`src/rtl/core/cdq_pkg.sv`:
```
// Package for the circular deque: request and status codes, word width,
// and the command/status structs between controller and datapath.
// No dependencies.
`timescale 1ns / 1ps

package cdq_pkg;

	localparam int unsigned WORD_W = 32;

	// Request kinds.
	localparam logic [1:0] REQ_PUSH_FRONT = 2'd0;
	localparam logic [1:0] REQ_PUSH_REAR  = 2'd1;
	localparam logic [1:0] REQ_POP_FRONT  = 2'd2;
	localparam logic [1:0] REQ_POP_REAR   = 2'd3;

	// Result status codes.
	localparam logic [1:0] ST_DONE  = 2'd0;
	localparam logic [1:0] ST_FULL  = 2'd1;
	localparam logic [1:0] ST_EMPTY = 2'd2;

	// Commands from the controller to the datapath.
	typedef struct packed {
		logic load_req;
		logic exec;
		logic load_out;
	} cdq_cmd_t;

	// Status from the datapath to the controller.
	typedef struct packed {
		logic out_free;
	} cdq_sts_t;

endpackage

```
`src/rtl/core/cdq_ctrl.sv`:
```
// Controller of the circular deque: sequences accept, execute and deliver.
// Depends on cdq_pkg.
`timescale 1ns / 1ps

module cdq_ctrl import cdq_pkg::*; (
	input  logic     clk,
	input  logic     arst_n,
	input  logic     req_valid,
	output logic     req_ready,
	output cdq_cmd_t cmd,
	input  cdq_sts_t sts
);

	typedef enum logic [1:0] {
		IDLE,
		EXEC,
		DELIVER
	} state_t;

	state_t state_q;
	logic   ready_q;

	// State register and the registered ready.
	always_ff @(posedge clk or negedge arst_n) begin
		if (!arst_n) begin
			state_q <= IDLE;
			ready_q <= 1'b1;
		end else begin
			case (state_q)
				IDLE: begin
					if (req_valid && ready_q) begin
						state_q <= EXEC;
						ready_q <= 1'b0;
					end
				end
				EXEC: begin
					state_q <= DELIVER;
				end
				DELIVER: begin
					if (sts.out_free) begin
						state_q <= IDLE;
						ready_q <= 1'b1;
					end
				end
				default: begin
					state_q <= IDLE;
					ready_q <= 1'b1;
				end
			endcase
		end
	end

	// Commands follow from the state.
	assign req_ready    = ready_q;
	assign cmd.load_req = req_valid && ready_q;
	assign cmd.exec     = (state_q == EXEC);
	assign cmd.load_out = (state_q == DELIVER) && sts.out_free;

endmodule

```
`config.mk`:
```
export PLATFORM = sky130hd
export DESIGN_NAME = cdq_ctrl
export DESIGN_NICKNAME = d
export VERILOG_FILES = /design/src/rtl/core/cdq_pkg.sv /design/src/rtl/core/cdq_ctrl.sv
export SDC_FILE = /design/constraint.sdc
export NUM_CORES = 1
export LEC_CHECK = 0
export ABC_AREA = 1
export BUFFER_PORTS_ARGS = -buffer_cell sky130_fd_sc_hd__buf_2
export CORE_AREA = 2 2 39 41
export DETAILED_ROUTE_END_ITERATION = 10
export DIE_AREA = 0 0 41 43
export GPL_TIMING_DRIVEN = 0
export PLACE_DENSITY_LB_ADDON = 0.12
export SYNTH_ARGS = -nofsm -noshare
export SYNTH_HDL_FRONTEND = slang
export SYNTH_SLANG_ARGS = --single-unit
```
`constraint.sdc`:
```
create_clock -name clk -period 0.85 [get_ports clk]
set_input_delay 0.085 -clock clk [delete_from_list [all_inputs] [get_ports clk]]
set_output_delay 0.085 -clock clk [all_outputs]
set_load 0.02 [all_outputs]
```
==> summary.md, run 1 <==
| Metric | Value |
|---|---|
| Core Box Area | `1384 sq um` |
| Slew Limit Fails | `0` |
| Initial core utilization | `0.1040` |
| Register area share after synthesis | `0.5304` |
| Most common cell after layout, fill and taps aside | `buf_4` |
| WL met1 | `115 um` |
| Die height | `43 um` |
| Final period util | `1.249` |
| WP data arrival | `0.98 ns` |
| Io pins | `8` |
| Post-route cell area | `281.5 sq um` |
| Post-Syn Nets | `21` |
| Die W | `41 um` |
| Achievable frequency | `0.9422 GHz` |
| Iter 0 DRT Violations | `0` |
| First-pass GRT wire length | `552 um` |
| Drt first pass iters | `1` |
| IO Port Bufs | `7` |
| R2R Setup Slk | `-0.07 ns` |
| Met3 WL | `16 um` |
| Slew HR | `0.8984` |
| Post-synthesis instance area | `143.9 sq um` |
| GP Congestion | `0.6433` |
| Non-filler instance count after layout | `48` |
| Final worst slack | `-0.2114 ns` |
| RSZ-0062 raised after global routing | `yes` |
| Gr ovfl total | `0` |
| Layout cell share with drive strength beyond 1 | `0.6875` |
| Synthesized area per cell | `8.464 sq um` |
| PwrDens | `3652 nW/um^2` |
| CTS buffer count | `3` |
| Via count | `164` |
| Failing checks | `negative setup slack` |
| Setup-failing EPs final | `6` |
| Clk sinks | `3` |
| Top Metal Used | `met4` |
| Crit. End Element | `output port` |
| Startpoint class of the critical path | `register` |
| Status | `complete, but fails checks` |
| DP Wirelength | `258.8 um` |
| Worst-path fanout max | `3` |
| Vias in the first global route | `155` |
| Antenna violations before repair | `0` |
| Clock Skews | `0.0009793 ns` |
| Max VDD drop | `0.9595 mV` |
| Max Root-Sink Buffers | `2` |
| WL final | `332 um` |
| Clk_lat worst skew | `0.23 ns` |
| Row cnt | `14` |
| Post-Syn Instances | `17` |
| Most frequent cells in the layout | `5 x buf_4, 4 x buf_2, 3 x inv_2, 3 x clkbuf_4` |
| Total Neg Setup Slack | `-0.8321 ns` |
| Met2 wire length | `185 um` |
| Final hold violations | `0` |
| Yosys cell types | `13` |
| Slew @ Worst Pin | `0.1525 ns` |
| # H-tree levels | `1` |
| Avg WL per Cell | `6.917 um` |
| Leakage | `0.1431 nW` |
| Post-synth top area share | `0.3478` |
| Type of the tightest min-delay check | `input port to register` |
| CTS tree | `built` |
| Kind of critical path | `register to output port` |
| Die Area | `1763 sq um` |
| Placed Cells | `40` |
| # fillers | `156` |
| Ant. Diodes | `0` |
| Pre-CTS WS | `-0.02031 ns` |
| Critical path required time | `0.76 ns` |
| Tmin final | `1.061 ns` |
| Number of synthesized register bits | `3` |
| DP Area | `206.4 sq um` |
| Area added between synthesis and finish | `95.65%` |
| Cell taking the most area after synthesis | `dfrtp_1` |
| Total of warnings raised by yosys | `0` |
| Gr usage total | `0.05634` |
| Number of remaining DRC errors | `0` |
| Area contributors post-synth | `dfrtp_1 35%, dfstp_2 18%, inv_1 10%, a21oi_2 6.1%, nand2_2 4.3%` |
| Clock-pin slew on the worst setup and hold paths | `0.04 ns` |
| Root Driver | `clkbuf_4` |
| Nets@finish | `37` |
| Via density per instance | `3.417` |
| Max_cap viols | `0` |
| Post-DRT Antenna Nets | `0` |
| Pin count of the biggest net entering global routing | `6` |
area by class of cell:
type / instances / area, sq um / area share
timing repair buffer: 11 / 78.83 / 0.2800
inverter: 5 / 18.77 / 0.06667
sequential: 3 / 76.32 / 0.2711
clock buffer: 4 / 26.28 / 0.09333
multi-input combinational: 9 / 61.31 / 0.2178
tap: 16 / 20.02 / 0.07111
timing repair:
| item | CTS | global route |
|---|---|---|
| pin swaps | 3 | 1 |
| hold buffers | 1 | 0 |
| endpoints found under the setup margin | 5 | 7 |
| buffers inserted | 3 | 0 |
| endpoints found under the hold margin | 3 | 0 |
| resized for setup | 6 | 1 |
worst max-delay path: stages (launching register included):
cell and delay, ns:
dfstp_2 0.54, nand2_2 0.06, inv_2 0.05, buf_6 0.10
sequential cells by signal (all words and copies together), names as in the netlist:
name / cells
req_ready: 1
state_q: 2
report_power, final:
group / switching, mW / total (mW) / internal, mW
clock: 0.0758 / 0.252 / 0.176
sequential: 0.0666 / 0.292 / 0.225
combinational: 0.256 / 0.485 / 0.228
total: 0.399 / 1.03 / 0.629
Yosys cell counts:
cell / count
nor2_1: 1
dfstp_2: 1
o21ai_0: 1
inv_2: 1
a21oi_2: 1
nand2_2: 1
nor3_1: 1
nand3_1: 1
nand2_1: 1
dfrtp_1: 2
inv_1: 4
nor2_2: 1
o21ai_1: 1
through the flow:
step	total power [mW]	utilization	hold slack, ns
after floorplan	0.5412	-	-0.2106
after global placement	0.6482	0.1492	-0.1177
after detailed placement	0.6498	0.1492	-0.1193
after CTS	1.054	0.2034	0.1579
after global routing	1.127	0.2034	0.1644
final	1.028	0.2034	0.1566
cells by family after synthesis:
group | Yosys count | share of synthesized area
buf+inv | 5 | 0.1304
compound gates | 3 | 0.1304
flops | 3 | 0.5305
simple gates | 6 | 0.2086
per-layer routing:
layer / up-vias / track usage
met1: 74 / 0.04207
met2: 5 / 0.06875
li1: 83 / -
met5: - / 0
met4: 0 / 0.1000
met3: 2 / 0.03141
path summary, 6_finish.rpt:
kind,from,end,cells past startpoint
hold / removal,sts,req_ready,3
min in group asynchronous,arst_n,state_q[1],2
setup reg to reg,req_ready,req_ready,4
hold reg to reg,req_ready,req_ready,2
setup / recovery,req_ready,cmd[2],3
max in group asynchronous,arst_n,req_ready,2
(Power assumes the default switching activity.)
==> run 2, diff against run 1 <==
CORE_AREA = 5 5 42 44   (was 2 2 39 41)
DIE_AREA = 0 0 47 49   (was 0 0 41 43)
TNS_END_PERCENT = 50   (was not set)
==> summary.md, run 2 (same netlist as run 1, synthesis figures left out) <==
| Metric | Value |
|---|---|
| Clk_lat worst skew | `0.23 ns` |
| Gr usage total | `0.04302` |
| Die W | `47 um` |
| Area added between synthesis and finish | `100.0%` |
| Final worst slack | `-0.2293 ns` |
| Clock Skews | `0.006036 ns` |
| Final Util | `0.2054` |
| GP Congestion | `0.6350` |
| Overall power | `1.074 mW` |
| Nets@finish | `37` |
| CTS buffer count | `3` |
| Max VDD drop | `1.500 mV` |
| Slew HR | `0.8901` |
| Slew Limit Fails | `0` |
| DP Wirelength | `302.2 um` |
| Kind of critical path | `register to output port` |
| WL final | `394 um` |
| Critical path required time | `0.76 ns` |
| Number of remaining DRC errors | `0` |
| Post-DRT Antenna Nets | `0` |
| Reg2Reg Depth | `4` |
| PwrDens | `3732 nW/um^2` |
| Slew @ Worst Pin | `0.1638 ns` |
| RSZ-0062 raised after global routing | `yes` |
| Post-route cell area | `287.8 sq um` |
| Io pins | `8` |
| Gr ovfl total | `0` |
| Type of the tightest min-delay check | `input port to async pin` |
| First-pass GRT wire length | `676 um` |
| Ant. Diodes | `0` |
| Total Neg Setup Slack | `-0.8644 ns` |
| # H-tree levels | `1` |
| IO Port Bufs | `7` |
| Most frequent cells in the layout | `5 x buf_4, 3 x inv_1, 3 x clkbuf_4, 3 x buf_2` |
| Final hold violations | `0` |
| Crit. End Element | `output port` |
| Initial core utilization | `0.1027` |
| Register bank with the most flops | `state_q` |
| Pin count of the biggest net entering global routing | `6` |
| Leakage | `0.1472 nW` |
| Die Area | `2303 sq um` |
| Clk sinks | `3` |
| Core Box Area | `1401 sq um` |
| Row cnt | `14` |
| Worst-path fanout max | `3` |
| Max Root-Sink Buffers | `2` |
| Via density per instance | `3.375` |
| Tmin final | `1.079 ns` |
| Antenna violations before repair | `0` |
| Status | `complete, but fails checks` |
| Clock-pin slew on the worst setup and hold paths | `0.04 ns` |
| Achievable frequency | `0.9265 GHz` |
| Number of flip-flops under the largest register name | `2` |
| Max_cap viols | `0` |
| CTS tree | `built` |
| Final period util | `1.270` |
| Root Driver | `clkbuf_4` |
| # fillers | `168` |
| Via count | `162` |
| Vias in the first global route | `176` |
| Avg WL per Cell | `8.208 um` |
| DP Area | `206.4 sq um` |
| Startpoint class of the critical path | `register` |
| Setup-failing EPs final | `6` |
| Failing checks | `negative setup slack` |
| Die height | `49 um` |
| Layout cell share with drive strength beyond 1 | `0.6563` |
| Iter 0 DRT Violations | `1` |
| Final hold slack | `0.1714 ns` |
| Drt first pass iters | `2` |
| WP data arrival | `0.99 ns` |
| Most common cell after layout, fill and taps aside | `buf_4` |
## run 2: final timing paths
check                               start    endpoint  slack (ns)
worst max-delay path            req_ready      cmd[2]       -0.23
worst min-delay path               arst_n  state_q[1]        0.17
worst max register to register  req_ready   req_ready       -0.07
worst min register to register  req_ready   req_ready        0.49
max in group asynchronous          arst_n   req_ready        0.48
min in group clk                      sts   req_ready        0.17
## run 2: layout make-up
class | count | area (sq um) | area share
clock buffer | 4 | 26.28 | 0.09130
inverter | 5 | 18.77 | 0.06522
multi-input combinational | 9 | 61.31 | 0.2130
sequential | 3 | 76.32 | 0.2652
tap | 16 | 20.02 | 0.06957
timing repair buffer | 11 | 85.08 | 0.2957
## run 2: worst max-delay path: stages, from the launching register on
cell	delay (ns)
dfstp_2	0.54
nand2_2	0.07
inv_2	0.05
buf_6	0.10
## run 2: layer usage
layer,global-route usage,wire [um]
met1,0.04636,167
met2,0.05430,164
met3,0.04797,62
met4,0.01382,0
met5,0,0
## run 2: repair_timing
item | in CTS | in global routing
setup endpoints to repair | 5 | 7
endpoints found under the hold margin | 3 | 0
pin swaps | 2 | 1
setup buffers | 2 | 1
gates resized for setup | 5 | 4
hold buffers | 1 | 0
## run 2: stage by stage
stage | setup slack [ns] | instances
CTS | -0.2319 | 47
detailed placement | -0.02790 | 40
floorplan | -0.03328 | 17
global route | -0.2827 | 48
finish | -0.2293 | 48
global placement | -0.01910 | 40
## run 2: power by group
group	switching, mW	total (mW)	internal, mW
logic	0.274	0.530	0.255
clock network	0.0752	0.251	0.176
registers	0.0679	0.293	0.225
total	0.417	1.07	0.657
